File: src/rtl/core/bcc_pkg.sv
// Shared types and constants for the button click and hold classifier.
// Used by bcc_classify and button_click_hold_classifier; no dependencies.
`default_nettype none

package bcc_pkg;

  // Event codes carried in the result transfer.
  typedef enum logic [2:0] {
    EV_NONE   = 3'd0,
    EV_HOLD   = 3'd1,
    EV_CANCEL = 3'd2,
    EV_SILENT = 3'd3,
    EV_TOGGLE = 3'd4
  } bcc_event_t;

  // Register indexes on the configuration port (byte address / 4).
  localparam logic [2:0] REG_SHORT_MIN = 3'd0;
  localparam logic [2:0] REG_SHORT_MAX = 3'd1;
  localparam logic [2:0] REG_GAP       = 3'd2;
  localparam logic [2:0] REG_HOLD_MIN  = 3'd3;
  localparam logic [2:0] REG_HOLD_MAX  = 3'd4;
  localparam logic [2:0] REG_SILENT    = 3'd5;
  localparam logic [2:0] REG_TOGGLE    = 3'd6;

  localparam logic [15:0] SHORT_MIN_RST = 16'd60;
  localparam logic [15:0] SHORT_MAX_RST = 16'd400;
  localparam logic [15:0] GAP_RST       = 16'd400;
  localparam logic [15:0] HOLD_MIN_RST  = 16'd1000;
  localparam logic [15:0] HOLD_MAX_RST  = 16'd3000;
  localparam logic [3:0]  SILENT_RST    = 4'd2;
  localparam logic [3:0]  TOGGLE_RST    = 4'd5;

  localparam logic [3:0]  TALLY_MAX     = 4'd15;

  typedef struct packed {
    logic [15:0] short_min_ms;
    logic [15:0] short_max_ms;
    logic [15:0] gap_ms;
    logic [15:0] hold_min_ms;
    logic [15:0] hold_max_ms;
    logic [3:0]  silent_clicks;
    logic [3:0]  toggle_clicks;
  } bcc_cfg_t;

endpackage

`default_nettype wire

File: src/rtl/core/bcc_classify.sv
// Single-pass classification of one button sample: edge detection, press
// duration tests and click sequence resolution. Depends on bcc_pkg.
`default_nettype none

module bcc_classify
  import bcc_pkg::*;
#(
  parameter int TIME_BITS = 32
) (
  input  var bcc_cfg_t             cfg,
  input  wire logic                level,
  input  wire logic [31:0]         now_ms,
  input  wire logic                prev_level,
  input  wire logic [TIME_BITS-1:0] press_stamp,
  input  wire logic [TIME_BITS-1:0] release_stamp,
  input  wire logic [3:0]          click_tally,
  output logic [TIME_BITS-1:0]     press_stamp_nxt,
  output logic [TIME_BITS-1:0]     release_stamp_nxt,
  output logic [3:0]               click_tally_nxt,
  output bcc_event_t               event_res,
  output logic [3:0]               clicks_seen
);

  logic [TIME_BITS-1:0] now_t;
  logic [TIME_BITS-1:0] press_dur;
  logic [TIME_BITS-1:0] click_gap;
  logic [TIME_BITS-1:0] end_gap;
  logic [TIME_BITS-1:0] short_min_w;
  logic [TIME_BITS-1:0] short_max_w;
  logic [TIME_BITS-1:0] gap_w;
  logic [TIME_BITS-1:0] hold_min_w;
  logic [TIME_BITS-1:0] hold_max_w;
  logic                 rise;
  logic [3:0]           tally_mid;

  assign now_t       = TIME_BITS'(now_ms);
  assign short_min_w = TIME_BITS'(cfg.short_min_ms);
  assign short_max_w = TIME_BITS'(cfg.short_max_ms);
  assign gap_w       = TIME_BITS'(cfg.gap_ms);
  assign hold_min_w  = TIME_BITS'(cfg.hold_min_ms);
  assign hold_max_w  = TIME_BITS'(cfg.hold_max_ms);

  assign rise      = level & ~prev_level;
  assign press_dur = now_t - press_stamp;
  assign click_gap = now_t - release_stamp;

  assign press_stamp_nxt = (~level & prev_level) ? now_t : press_stamp;

  always_comb begin
    bcc_event_t edge_ev;
    edge_ev           = EV_NONE;
    tally_mid         = click_tally;
    release_stamp_nxt = release_stamp;
    if (rise) begin
      if (press_dur >= hold_min_w && press_dur <= hold_max_w) begin
        edge_ev   = EV_HOLD;
        tally_mid = '0;
      end else if (press_dur > hold_max_w) begin
        edge_ev   = EV_CANCEL;
        tally_mid = '0;
      end else if (press_dur >= short_min_w && press_dur < short_max_w) begin
        if (click_gap < gap_w) begin
          if (click_tally != TALLY_MAX) begin
            tally_mid = click_tally + 4'd1;
          end
        end else begin
          tally_mid = 4'd1;
        end
        release_stamp_nxt = now_t;
      end
    end

    // The end-of-sequence test sees the release time after this sample's edge.
    end_gap         = now_t - release_stamp_nxt;
    event_res       = edge_ev;
    clicks_seen     = '0;
    click_tally_nxt = tally_mid;
    if (tally_mid != 4'd0 && end_gap > gap_w) begin
      if (tally_mid >= cfg.toggle_clicks) begin
        event_res   = EV_TOGGLE;
        clicks_seen = tally_mid;
      end else if (tally_mid == cfg.silent_clicks) begin
        event_res   = EV_SILENT;
        clicks_seen = tally_mid;
      end
      click_tally_nxt = '0;
    end
  end

endmodule

`default_nettype wire

File: src/rtl/core/button_click_hold_classifier.sv
// Top level of the button click and hold classifier: stream ports, APB
// register file, input and result registers. Depends on bcc_pkg, bcc_classify.
`default_nettype none

// One button sample is accepted per clock cycle when the output is not stalled.
// A sample passes through an input register, is classified in one pass
// against the press, release and click-count state, and its event lands in
// the result register. A stalled result holds the pipeline: the input
// register then fills and in_tready drops until out_tready returns. Every
// sample yields exactly one result, event 0 when nothing happened. Time
// differences are taken modulo 2^TIME_BITS. The user must write registers
// through the APB port only while no sample is in flight; the block itself
// does not enforce this.
module button_click_hold_classifier
  import bcc_pkg::*;
#(
  parameter int TIME_BITS = 32
) (
  input  wire logic        clk,
  input  wire logic        rst_n,
  input  wire logic        in_tvalid,
  output logic             in_tready,
  input  wire logic [39:0] in_tdata,    // [0] level, [32:1] now_ms, [39:33] zero
  output logic             out_tvalid,
  input  wire logic        out_tready,
  output logic [7:0]       out_tdata,   // [2:0] event_res, [6:3] clicks_seen, [7] zero
  input  wire logic        cfg_psel,
  input  wire logic        cfg_penable,
  input  wire logic        cfg_pwrite,
  input  wire logic [4:0]  cfg_paddr,
  input  wire logic [31:0] cfg_pwdata,
  output logic [31:0]      cfg_prdata,
  output logic             cfg_pready
);

  bcc_cfg_t             cfg_r, cfg_nxt;

  logic                 s1_valid_r, s1_valid_nxt;
  logic                 s1_level_r;
  logic [31:0]          s1_now_r;

  logic                 prev_level_r;
  logic [TIME_BITS-1:0] press_r, release_r;
  logic [3:0]           tally_r;

  logic [TIME_BITS-1:0] press_nxt, release_nxt;
  logic [3:0]           tally_nxt;
  bcc_event_t           event_nxt;
  logic [3:0]           clicks_nxt;

  logic                 out_valid_r;
  bcc_event_t           out_event_r;
  logic [3:0]           out_clicks_r;

  logic                 advance;
  logic                 fire;
  logic                 in_fire;
  logic                 cfg_wr;
  logic [2:0]           cfg_idx;

  assign advance   = ~out_valid_r | out_tready;
  assign fire      = s1_valid_r & advance;
  assign in_tready = ~s1_valid_r | advance;
  assign in_fire   = in_tvalid & in_tready;

  assign cfg_pready = 1'b1;
  assign cfg_idx    = cfg_paddr[4:2];
  assign cfg_wr     = cfg_psel & cfg_penable & cfg_pwrite & cfg_pready;

  // Register file.
  always_comb begin
    cfg_nxt = cfg_r;
    if (cfg_wr) begin
      case (cfg_idx)
        REG_SHORT_MIN: cfg_nxt.short_min_ms  = cfg_pwdata[15:0];
        REG_SHORT_MAX: cfg_nxt.short_max_ms  = cfg_pwdata[15:0];
        REG_GAP:       cfg_nxt.gap_ms        = cfg_pwdata[15:0];
        REG_HOLD_MIN:  cfg_nxt.hold_min_ms   = cfg_pwdata[15:0];
        REG_HOLD_MAX:  cfg_nxt.hold_max_ms   = cfg_pwdata[15:0];
        REG_SILENT:    cfg_nxt.silent_clicks = cfg_pwdata[3:0];
        REG_TOGGLE:    cfg_nxt.toggle_clicks = cfg_pwdata[3:0];
        default:       cfg_nxt = cfg_r;
      endcase
    end
  end

  always_comb begin
    case (cfg_idx)
      REG_SHORT_MIN: cfg_prdata = {16'd0, cfg_r.short_min_ms};
      REG_SHORT_MAX: cfg_prdata = {16'd0, cfg_r.short_max_ms};
      REG_GAP:       cfg_prdata = {16'd0, cfg_r.gap_ms};
      REG_HOLD_MIN:  cfg_prdata = {16'd0, cfg_r.hold_min_ms};
      REG_HOLD_MAX:  cfg_prdata = {16'd0, cfg_r.hold_max_ms};
      REG_SILENT:    cfg_prdata = {28'd0, cfg_r.silent_clicks};
      REG_TOGGLE:    cfg_prdata = {28'd0, cfg_r.toggle_clicks};
      default:       cfg_prdata = '0;
    endcase
  end

  always_ff @(posedge clk) begin
    if (!rst_n) begin
      cfg_r.short_min_ms  <= SHORT_MIN_RST;
      cfg_r.short_max_ms  <= SHORT_MAX_RST;
      cfg_r.gap_ms        <= GAP_RST;
      cfg_r.hold_min_ms   <= HOLD_MIN_RST;
      cfg_r.hold_max_ms   <= HOLD_MAX_RST;
      cfg_r.silent_clicks <= SILENT_RST;
      cfg_r.toggle_clicks <= TOGGLE_RST;
    end else begin
      cfg_r <= cfg_nxt;
    end
  end

  // Input register.
  always_comb begin
    s1_valid_nxt = s1_valid_r;
    if (in_fire) begin
      s1_valid_nxt = 1'b1;
    end else if (fire) begin
      s1_valid_nxt = 1'b0;
    end
  end

  always_ff @(posedge clk) begin
    if (!rst_n) begin
      s1_valid_r <= 1'b0;
    end else begin
      s1_valid_r <= s1_valid_nxt;
    end
  end

  always_ff @(posedge clk) begin
    if (in_fire) begin
      s1_level_r <= in_tdata[0];
      s1_now_r   <= in_tdata[32:1];
    end
  end

  bcc_classify #(
    .TIME_BITS (TIME_BITS)
  ) u_classify (
    .cfg               (cfg_r),
    .level             (s1_level_r),
    .now_ms            (s1_now_r),
    .prev_level        (prev_level_r),
    .press_stamp       (press_r),
    .release_stamp     (release_r),
    .click_tally       (tally_r),
    .press_stamp_nxt   (press_nxt),
    .release_stamp_nxt (release_nxt),
    .click_tally_nxt   (tally_nxt),
    .event_res         (event_nxt),
    .clicks_seen       (clicks_nxt)
  );

  // Classifier state moves only when a sample is handed to the result register.
  always_ff @(posedge clk) begin
    if (!rst_n) begin
      prev_level_r <= 1'b1;
      press_r      <= '0;
      release_r    <= '0;
      tally_r      <= '0;
    end else if (fire) begin
      prev_level_r <= s1_level_r;
      press_r      <= press_nxt;
      release_r    <= release_nxt;
      tally_r      <= tally_nxt;
    end
  end

  // Result register.
  always_ff @(posedge clk) begin
    if (!rst_n) begin
      out_valid_r <= 1'b0;
    end else if (fire) begin
      out_valid_r <= 1'b1;
    end else if (out_tready) begin
      out_valid_r <= 1'b0;
    end
  end

  always_ff @(posedge clk) begin
    if (fire) begin
      out_event_r  <= event_nxt;
      out_clicks_r <= clicks_nxt;
    end
  end

  assign out_tvalid = out_valid_r;
  assign out_tdata  = {1'b0, out_clicks_r, out_event_r};

  a_count_only_on_clicks: assert property (@(posedge clk) disable iff (!rst_n)
    out_valid_r && (out_event_r == EV_NONE || out_event_r == EV_HOLD ||
                    out_event_r == EV_CANCEL) |-> out_clicks_r == 4'd0)
    else $error("clicks_seen nonzero on a non-click event");

  a_tally_cleared: assert property (@(posedge clk) disable iff (!rst_n)
    fire && (event_nxt == EV_TOGGLE || event_nxt == EV_SILENT ||
             event_nxt == EV_HOLD || event_nxt == EV_CANCEL) |=> tally_r == 4'd0)
    else $error("click tally not cleared after an event");

  a_stall_blocks_input: assert property (@(posedge clk) disable iff (!rst_n)
    s1_valid_r && out_valid_r && !out_tready |-> !in_tready)
    else $error("input accepted while pipeline is full");

  a_result_follows_fire: assert property (@(posedge clk) disable iff (!rst_n)
    fire |=> out_valid_r && out_event_r == $past(event_nxt))
    else $error("result register missed a classified sample");

endmodule

`default_nettype wire

File: config.mk
export PLATFORM = sky130hd
export DESIGN_NAME = button_click_hold_classifier
export DESIGN_NICKNAME = d
export VERILOG_FILES = /design/src/rtl/core/bcc_pkg.sv /design/src/rtl/core/bcc_classify.sv /design/src/rtl/core/button_click_hold_classifier.sv
export SDC_FILE = /design/constraint.sdc
export NUM_CORES = 1
export LEC_CHECK = 0
export BUFFER_PORTS_ARGS = -buffer_cell sky130_fd_sc_hd__buf_4
export CORE_UTILIZATION = 50
export CTS_BUF_LIST = sky130_fd_sc_hd__clkbuf_4 sky130_fd_sc_hd__clkbuf_8
export DETAILED_ROUTE_END_ITERATION = 7
export PLACE_DENSITY_LB_ADDON = 0.08
export SETUP_SLACK_MARGIN = 0.15
export SYNTH_ARGS = -nofsm -noshare
export SYNTH_HDL_FRONTEND = slang
export SYNTH_SLANG_ARGS = --single-unit
File: constraint.sdc
create_clock -name clk -period 26.5 [get_ports clk]
set_input_delay 5.3 -clock clk [delete_from_list [all_inputs] [get_ports clk]]
set_output_delay 5.3 -clock clk [all_outputs]
set_load 0.05 [all_outputs]
==> results of run 1 <==
-- path summary, 6_finish.rpt --
kind,end,slack [ns],cells after the start
setup reg to reg,out_event_r[1],16.01,35
hold / removal,press_r[25],0.47,2
hold reg to reg,press_r[25],0.47,2
setup / recovery,cfg_prdata[11],14.25,6
-- critical path, delay by kind of cell --
kind / cells / cell delay [ns]
buf+inv: 2 / 0.47
simple gates: 3 / 1.05
compound gates: 1 / 0.11
-- cells in the mapped netlist (10+ instances only) --
master	n
nand2_1	405
nor3_1	23
mux4_2	14
o211ai_1	37
dfxtp_1	159
a211oi_1	12
mux2i_1	44
a21boi_0	133
a21oi_1	132
ha_1	194
buf_4	18
xor2_1	24
nand2b_1	32
xnor2_1	41
nor2b_1	19
a211o_1	11
o21a_1	25
nor2_1	89
nand4_1	46
or3_1	10
a31oi_1	16
inv_1	184
a2111oi_0	10
edfxtp_1	40
and2_1	13
nand3_1	29
o21ai_0	88
o2111ai_1	10
clkbuf_1	83
a21o_1	50
-- state kept, by name, indices dropped and copies added, names as in the netlist, 3 cells and up --
signal        flops
release_r        32
out_clicks_r      4
s1_now_r         32
press_r          32
cfg_r            88
tally_r           4
out_event_r       3
-- cells by family after synthesis --
| family | after synthesis | share of synthesized area, % |
|---|---|---|
| and+or+nand+nor | 720 | 19.6 |
| adders and majority gates | 197 | 14.8 |
| buffers and inverters | 291 | 6.93 |
| xor gates and xnor gates | 65 | 3.39 |
| AOI/OAI and AO/OA | 600 | 24.4 |
| other | 2 | 0.0447 |
| muxes | 61 | 4.70 |
| DFF | 199 | 26.1 |
-- through the flow --
stage	worst slack, ns	instances	hold WS, ns	power [mW]
3_5_place_dp	14.21	2581	0.459	0.539
2_1_floorplan	13.59	2151	0.443	0.481
4_1_cts	14.22	2613	0.473	0.740
5_1_grt	14.06	2613	0.490	0.776
6_report	14.25	2613	0.469	0.737
3_3_place_gp	14.22	2581	0.451	0.534
-- per-layer routing --
| metal | track usage, % | wire length [µm] | vias to the layer above | part of all wire (%) |
|---|---|---|---|---|
| met2 | 49.0 | 22900 | 420 | 48 |
| met3 | 3.15 | 2070 | 51 | 4.4 |
| met4 | 7.90 | 965 | 0 | 2.0 |
| met1 | 36.1 | 21600 | 7175 | 45 |
| li1 | - | - | 7594 | - |
| met5 | 0 | 0 | - | 0 |
-- cell type report --
type,count,area [µm²]
Sequential cell,199,4380
Multi-Input combinational cell,1661,11300
Fill cell,3220,14700
Timing Repair Buffer,95,713
Tap cell,442,553
Clock buffer,18,248
Clock inverter,14,135
Inverter,184,691
-- power groups by stage --
stage / Clock (mW) / Combinational (mW) / Sequential (mW)
after floorplan: 0 / 0.151 / 0.329
after global placement: 0 / 0.203 / 0.331
after detailed placement: 0 / 0.208 / 0.331
after CTS: 0.207 / 0.209 / 0.324
after global routing: 0.217 / 0.233 / 0.325
final: 0.201 / 0.211 / 0.324
==> metrics.yaml, run 1 <==
cp_max_fo: 30
hold_path.class: "flip-flop to flip-flop"
first_global_vias: 14200
synth-edff-count: 40
grt_pass1_wl_um: 74800
intPower_mw: 0.476
proportion_of_total_power_due_to_net_switching_pct: 35.3
fin_area_um2: 18100
number_of_vias_per_cell_after_detailed_routing: 5.83
hpwlAfterDp_um: 37100
regToRegStartpoint: "s1_now_r[1]"
port-buffer-count: 83
clock_tree_from_tritoncts: "built"
grt_setup_unrepaired: "false"
final_cell_mix: "nand2_1, ha_1, inv_1"
clock_sinks: 199
largest_net_degree_at_the_start_of_global_routing: 119
cellLeakagePower_nw: 7.04
cts_max_level: 4
hold_violations: 0
sort_of_element_at_the_start_of_the_critical_path: "input pin"
worstPathRequired_ns: 21.20
combinationalPowerShare_pct: 28.6
postSynth.topFlopCell: "dfxtp_1"
die_x_extent_um: 185
worst_ir_drop_vdd_mv: 0.0357
post_synth_inst_count: 2135
synth.distinct_cells: 84
rows: 66
cts-buffers-inserted: 17
biggest_cell_delay_along_the_critical_path_ns: 0.66
cts-resized-gates: 0
flow.area_growth_from_synthesis_pct: 7.53
critPathMostFrequentCell: "buf_4"
p_switching_mw: 0.260
layout.cells.most_common: "nand2_1"
grt.overflow.total: 0
seqPwrFrac_pct: 44.0
layout.nets: 2439
drv_slew: 0
via_count: 15200
ctsRootBufferMaster: "clkbuf_8"
startpoint: "cfg_paddr[2]"
boundaryPins: 127
clkSlewWorstSetupHoldPaths_ns: 0.10
power.share.clock_pct: 27.3
async_reset_ff_share_pct: 0
ys_ff_latch: 199
timing.setup.critical_path_class: "input pin to output port"
detail_route.iter0.violations: 1066
crit_chain: "buf_4 > nand2b_1 > nor2_1 > nand2_1 > o21ai_0 > buf_4"
yosys_warnings: 0
cts_post_setup_buffers_inserted: 0
grt_antenna_before_repair: 0
worst_pin_slew_ns: 1.12
timing.slew.headroom_pct: 25.5
layout.core_utilization_pct: 55.1
power-per-cell-area_nw_per_um2: 40.8
floorplan.initialDensity_pct: 51.2
chipHeight_um: 185
tns_ns: 0
worstHoldStart: "press_r[25]"
routed_wl_um: 47500
cts-root-to-sink-buffers: 2
worstSkewPairLatency_ns: 0.53
synth_top_cells_by_area: "dfxtp_1, ha_1, nand2_1"
placeableCoreArea_um2: 32800
critPathArrivalTime_ns: 6.95
post_dp_cell_area_um2: 17700
setup.worst_path.end_class: "output port"
drtAntennaViolNets: 0
run_status: "complete, no violations"
critical-path-slowest-cell: "nor2_1"
dieArea_um2: 34300
max_freq_ghz: 0.0817
share_of_the_synthesized_area_in_the_top_cell_type_pct: 19.0
track_usage_pct: 28.0
setup-violations-final: 0
period_needed_ns: 12.25
post_drt_wl_per_cell_um: 18.2
layout-drive-gt1-share_pct: 7.69
max_cap_viols: 0
antenna_cells: 0
synthesis.area_um2: 16800
drt_first_pass_iters: 5
yosysSeqAreaShare_pct: 26.1
timing.clock.skew_ns: 0.0154
drc: 0
place.gp.congestion: 0.896
final_worst_path_cycle_share_pct: 46.2
synth_top_cell_by_area: "dfxtp_1"
cts_hold_repair.buffers: 0
syn_avg_cell_area_um2: 7.86
Power figures use the tool's default switching activity.
==> run 2, diff against run 1 <==
--- a/config.mk
+++ b/config.mk
@@ -5,6 +5,7 @@
 export SDC_FILE = /design/constraint.sdc
 export NUM_CORES = 1
 export LEC_CHECK = 0
+export ABC_AREA = 1
 export BUFFER_PORTS_ARGS = -buffer_cell sky130_fd_sc_hd__buf_4
 export CORE_UTILIZATION = 50
 export CTS_BUF_LIST = sky130_fd_sc_hd__clkbuf_4 sky130_fd_sc_hd__clkbuf_8
==> constraint.sdc (replaced) <==
create_clock -name clk -period 10.6 [get_ports clk]
set_input_delay 2.12 -clock clk [delete_from_list [all_inputs] [get_ports clk]]
set_output_delay 2.12 -clock clk [all_outputs]
set_load 0.05 [all_outputs]
==> run 2 against run 1 <==
Net effect:
- critical path depth grew 35
- core utilization shrank 0.41 points
- via count grew 15%
- non-clock buffer count shrank 4
- first-iteration DRC count grew 8.9%
- final area grew 4.3%
- area after synthesis grew 3.8%
- critical endpoint is now out_clicks_r[1]
==> metrics.yaml, run 2 <==
holdPathEnd: "press_r[9]"
setup.worst_path.end_class: "flip-flop"
hold_slack_final_ns: 0.466  # -0.00287 ns
tns_ns: 0  # unchanged
floorplan.initialDensity_pct: 50.6  # -0.61 points
largest_register_ffs: 88  # unchanged
rr_worst_depth: 41  # +17%
largest_net_degree_at_the_start_of_global_routing: 84  # -29%
synthesis.area_um2: 17400  # +3.8%
dieArea_um2: 35600  # +3.8%
final_worst_path_cycle_share_pct: 83.8
worstSkewPairLatency_ns: 0.53  # about the same
yosysSeqAreaShare_pct: 25.1  # -0.97 points
synthMostInstantiatedCell: "nand2_1"
hold-path-cell-count: 2  # unchanged
max_cap_viols: 0  # unchanged
final_cell_mix: "nand2_1, inv_1, a21oi_1"
layout.core_utilization_pct: 54.7  # -0.41 points
layout.cells.most_common: "nand2_1"
ys_ff_latch: 199  # unchanged
setup-violations-final: 0  # unchanged
routed_wl_um: 54000  # +14%
drv_slew: 0  # unchanged
biggest_cell_delay_along_the_critical_path_ns: 0.70  # +0.04 ns
cts_hold_repair.buffers: 0  # unchanged
timing.slew.headroom_pct: 31.3  # +5.8 points
yosys_warnings: 0  # unchanged
area.sequential_um2: 4380  # unchanged
worstPathRequired_ns: 10.90  # -10.30 ns
postSynth.topFlopCell: "dfxtp_1"
worstHoldStart: "press_r[9]"
synth_top_cell_by_area: "dfxtp_1"
worst_ir_drop_vdd_mv: 0.122  # +240%
cts-root-to-sink-buffers: 2  # unchanged
hpwlAfterDp_um: 43900  # +18%
drtAntennaViolNets: 0  # unchanged
via_count: 17500  # +15%
cts_max_level: 4  # unchanged
cts-resized-gates: 0  # unchanged
startpoint: "s1_now_r[1]"
worst_pin_slew_ns: 1.03  # -0.0872 ns
layout-drive-gt1-share_pct: 5.96  # -1.7 points
drc: 0  # unchanged
chipHeight_um: 189  # +1.9%
critPathMostFrequentCell: "nand2_1"
layout.nets: 3072  # +26%
hold_path.class: "flip-flop to flip-flop"
first_global_vias: 16400  # +15%
die_x_extent_um: 189  # +1.9%
cellLeakagePower_nw: 9.35  # +33%
clock_tree_from_tritoncts: "built"
port-buffer-count: 83  # unchanged
cts-buffers-inserted: 17  # unchanged
number_of_vias_per_cell_after_detailed_routing: 5.36  # -8.1%
critical_path.reg2reg.endpoint: "out_clicks_r[1]"
post_drt_wl_per_cell_um: 16.6  # -8.8%
drt_first_pass_iters: 6  # +1
synth.distinct_cells: 52  # -38%
setup_slack_ns: 1.72  # -12.54 ns
multi_input_comb_area_um2: 11000  # -3.2%
layout.filler_cells: 3610  # +12%
period_needed_ns: 8.88
critPathArrivalTime_ns: 9.18  # +2.23 ns
synth_top_cells_by_area: "dfxtp_1, nand2_1, ha_1"
dp_slack_ns: 1.75  # -12.46 ns
critical-path-slowest-cell: "edfxtp_1"
clkSlewWorstSetupHoldPaths_ns: 0.12  # +0.02 ns
rows: 68  # +3.0%
clock_sinks: 199  # unchanged
antenna_cells: 0  # unchanged
flow.area_growth_from_synthesis_pct: 8.02
regToRegStartpoint: "s1_now_r[1]"
synth.cells.most_frequent: "nand2_1, inv_1, a21oi_1"
syn_avg_cell_area_um2: 6.38  # -19%
sort_of_element_at_the_start_of_the_critical_path: "flip-flop"
synth-edff-count: 40  # unchanged
grt_setup_unrepaired: "false"
grt.overflow.total: 0  # unchanged
detail_route.iter0.violations: 1161  # +8.9%
run_status: "complete, no violations"
post_synth_inst_count: 2733  # +28%
worst_reg_to_reg_setup_slack_ns: 1.72  # -14.29 ns
timing.clock.skew_ns: 0.0272  # +0.0118 ns
async_reset_ff_share_pct: 0  # unchanged
finalPower_mw: 2.02  # +170%
hold_violations: 0  # unchanged
boundaryPins: 127  # unchanged
share_of_the_synthesized_area_in_the_top_cell_type_pct: 18.3  # -0.70 points
timing.setup.critical_path_class: "flip-flop to flip-flop"
max_freq_ghz: 0.113
track_usage_pct: 30.7  # +2.7 points
power-per-cell-area_nw_per_um2: 107  # +160%
grt_antenna_before_repair: 0  # unchanged
grt_pass1_wl_um: 85700  # +15%
placeableCoreArea_um2: 34500  # +5.1%
cts_post_setup_buffers_inserted: 0  # unchanged
ctsRootBufferMaster: "clkbuf_8"
regMostFlops: "cfg_r"
place.gp.congestion: 0.940  # +4.9%
cp_max_fo: 59  # +97%
==> run 2: area by class of cell <==
class                           instances  area share, %
Clock buffer                           19           1.36
Clock inverter                         13          0.864
Inverter                              483           9.63
Multi-Input combinational cell       1999           58.2
Sequential cell                       199           23.3
Tap cell                              455           3.02
Timing Repair Buffer                   91           3.63
==> run 2: report_power, final <==
group	internal [mW]	switching, mW
Combinational	0.227	0.449
Clock	0.207	0.320
Sequential	0.793	0.0214
==> run 2: worst max-delay path by stage <==
stage | endpoint | slack (ns) | cells after the start
finish | out_clicks_r[1] | 1.72 | 41
global route | out_clicks_r[1] | 1.07 | 44
CTS | out_clicks_r[1] | 1.71 | 41
detailed placement | out_clicks_r[1] | 1.75 | 41
global placement | out_clicks_r[3] | 1.76 | 41
floorplan | out_clicks_r[0] | 4.20 | 45
==> run 2: metal layers <==
metal	vias up	part of all wire (%)	wire, µm	global-route usage [%]
met5	-	0	0	0
met3	98	4.6	2480	3.87
met1	7954	44	24000	38.3
li1	8954	-	-	-
met2	458	48	25800	53.9
met4	0	3.3	1760	11.1
==> run 2: metrics by stage <==
step,cell area [µm²],cells
final,18800,3259
after CTS,18800,3259
after detailed placement,18400,3227
after global placement,18400,3227
after floorplan,17500,2749
after global routing,18800,3259
==> run 2: worst max-delay path, delay by kind of cell (launching register included) <==
family | cells | cell delay, ns
AND/OR/NAND/NOR | 21 | 2.51
AO/OA/AOI/OAI | 9 | 2.40
adder cells (fa/ha/maj) | 4 | 1.45
XOR/XNOR | 2 | 0.77
buffers and inverters | 5 | 0.76
flip-flops | 1 | 0.70
==> run 2: cells by family (layout without fill, tap and decap cells) <==
family / Yosys count / after routing / share of synthesized area (%)
xor gates and xnor gates: 58 / 58 / 2.91
muxes: 1 / 1 / 0.0574
and+or+nand+nor: 1157 / 1157 / 27.5
DFF: 199 / 199 / 25.1
adders and majority gates: 197 / 197 / 14.3
AOI/OAI and AO/OA: 568 / 568 / 17.8
buffers and inverters: 551 / 606 / 12.3
other: 2 / 18 / 0.0431
==> run 3, diff against run 2 <==
==> constraint.sdc (replaced) <==
create_clock -name clk -period 8.75 [get_ports clk]
set_input_delay 1.75 -clock clk [delete_from_list [all_inputs] [get_ports clk]]
set_output_delay 1.75 -clock clk [all_outputs]
set_load 0.05 [all_outputs]
==> run 3 against run 2 <==
Net effect:
- routed wire length increased by 2.3%
- final cell count increased by 0.77%
- fmax increased by 11%
- via count increased by 0.52%
- first-iteration DRC count increased by 0.52%
- clock skew decreased by 0.0037 ns
- global-route usage increased by 0.60 points
- sequential power increased by 21%
- largest cell class unchanged
==> metrics.yaml, run 3 (synthesized netlist as in run 2, its figures left out) <==
run_status: "complete, no violations"
timing.clock.skew_ns: 0.0234  # -0.00374 ns
layout.filler_cells: 3533  # -2.1%
critical-path-slowest-cell: "edfxtp_1"
setup.worst_path.end_class: "flip-flop"
final_cell_mix: "nand2_1, inv_1, a21oi_1"
hold_path.class: "flip-flop to flip-flop"
cellLeakagePower_nw: 9.47  # +1.3%
clock_tree_from_tritoncts: "built"
cts-buffers-inserted: 17  # unchanged
grt_pass1_wl_um: 87300  # +1.9%
sort_of_element_at_the_start_of_the_critical_path: "flip-flop"
worst_ir_drop_vdd_mv: 0.138  # +13%
critical_path.reg2reg.endpoint: "out_clicks_r[2]"
regToRegStartpoint: "s1_now_r[5]"
post_drt_wl_per_cell_um: 16.8  # +1.5%
drtAntennaViolNets: 0  # unchanged
area.sequential_um2: 4380  # unchanged
grt_setup_unrepaired: "false"
timing.setup.critical_path_class: "flip-flop to flip-flop"
layout-drive-gt1-share_pct: 6.82  # +0.87 points
detail_route.iter0.violations: 1167  # +0.52%
clock_sinks: 199  # unchanged
grt_antenna_before_repair: 0  # unchanged
dieArea_um2: 35600  # unchanged
critical_path_buffer_and_inverter_count: 3  # -2
cts_hold_repair.buffers: 0  # unchanged
rr_worst_depth: 42  # +2.4%
cts_max_level: 4  # unchanged
clkSlewWorstSetupHoldPaths_ns: 0.11  # about the same
worstSkewPairLatency_ns: 0.52  # about the same
cp_max_fo: 22  # -63%
cpLargestDelayFamily: "simple AND/OR/NAND/NOR gates"
multi_input_comb_area_um2: 11000  # +0.18%
final_worst_path_cycle_share_pct: 91.1  # +7.3 points
tns_ns: 0  # unchanged
place.gp.congestion: 0.936  # -0.45%
largest_register_ffs: 88  # unchanged
antenna_cells: 0  # unchanged
setup-violations-final: 0  # unchanged
placeableCoreArea_um2: 34500  # unchanged
worst_reg_to_reg_setup_slack_ns: 0.78  # -0.94 ns
first_global_vias: 16500  # +0.80%
drv_slew: 0  # unchanged
routed_wl_um: 55300  # +2.3%
die_x_extent_um: 189  # unchanged
track_usage_pct: 31.3  # +0.60 points
ctsRootBufferMaster: "clkbuf_8"
layout.nets: 3097  # +0.81%
worstPathRequired_ns: 9.03  # -1.87 ns
chipHeight_um: 189  # unchanged
flow.area_growth_from_synthesis_pct: 8.98
critPathArrivalTime_ns: 8.25  # -0.93 ns
drt_first_pass_iters: 6  # unchanged
power-per-cell-area_nw_per_um2: 129  # +21%
via_count: 17600  # +0.52%
cts-root-to-sink-buffers: 2  # unchanged
port-buffer-count: 83  # unchanged
worstHoldStart: "press_r[7]"
timing.slew.headroom_pct: 29.0  # -2.3 points
critPathMostFrequentCell: "nand2_1"
hold_slack_final_ns: 0.464  # -0.00153 ns
max_freq_ghz: 0.125  # +11%
layout.cells.most_common: "nand2_1"
rows: 68  # unchanged
boundaryPins: 127  # unchanged
hpwlAfterDp_um: 45000  # +2.5%
biggest_cell_delay_along_the_critical_path_ns: 0.53  # -0.17 ns
largest_net_degree_at_the_start_of_global_routing: 92  # +9.5%
regMostFlops: "cfg_r"
worst_pin_slew_ns: 1.06  # +0.0344 ns
drc: 0  # unchanged
period_needed_ns: 7.97  # -0.912 ns
hold-path-cell-count: 2  # unchanged
max_cap_viols: 0  # unchanged
floorplan.initialDensity_pct: 50.6  # unchanged
number_of_vias_per_cell_after_detailed_routing: 5.35  # -0.24%
grt.overflow.total: 0  # unchanged
holdPathEnd: "press_r[7]"
hold_violations: 0  # unchanged
-- run 3: metal layers --
metal	share of wire, %	GRT usage (%)	up-vias	wire length (µm)
met3	4.7	3.69	126	2620
met5	0	0	-	0
met4	4.9	15.5	0	2730
met2	46	53.8	522	25600
met1	44	38.6	7893	24300
li1	-	-	9014	-
-- run 3: per-stage QoR --
stage	instances	util (%)	total power, mW	area, µm²	setup WS, ns
5_1_grt	3284	55.1	2.60	19000	0.199
3_3_place_gp	3252	54.0	1.83	18600	0.704
3_5_place_dp	3252	54.0	1.85	18600	0.648
6_report	3284	55.1	2.45	19000	0.779
2_1_floorplan	2749	-	1.58	17500	2.35
4_1_cts	3284	55.1	2.45	19000	0.595
-- run 3: layout make-up --
class                           instances  area share [%]
Inverter                              483            9.54
Timing Repair Buffer                  116            4.60
Multi-Input combinational cell       1999            57.8
Sequential cell                       199            23.1
Clock buffer                           20            1.38
Tap cell                              455            3.00
Clock inverter                         12           0.593
-- run 3: worst max-delay path by stage --
stage | startpoint | to | slack, ns | cells past startpoint
after CTS | s1_now_r[2] | out_clicks_r[2] | 0.59 | 43
final | s1_now_r[5] | out_clicks_r[2] | 0.78 | 42
after floorplan | s1_now_r[1] | out_clicks_r[0] | 2.35 | 45
after global routing | s1_now_r[9] | out_clicks_r[0] | 0.20 | 42
after global placement | s1_now_r[12] | out_clicks_r[1] | 0.70 | 43
after detailed placement | s1_now_r[2] | out_clicks_r[2] | 0.65 | 43
-- run 3: repair_timing --
| item | CTS | global route |
|---|---|---|
| buffers inserted | 0 | 0 |
| gates resized for setup | 0 | 4 |
| endpoints found under the setup margin | 0 | 11 |
-- run 3: power by group --
group          switching [mW]  leakage [nW]  internal [mW]  total [mW]
combinational           0.560          7.61          0.298       0.858
sequential             0.0232          1.67          0.961       0.984
clock                   0.390         0.191          0.222       0.612
-- run 3: worst register-to-register path, delay by kind of cell, from the launching register on --
kind                     cells  cell delay (ns)
AND/OR/NAND/NOR             23             2.95
AO/OA/AOI/OAI               10             2.17
adder cells (fa/ha/maj)      4             1.36
flip-flops                   1             0.53
XOR/XNOR                     2             0.37
buffers and inverters        3             0.35
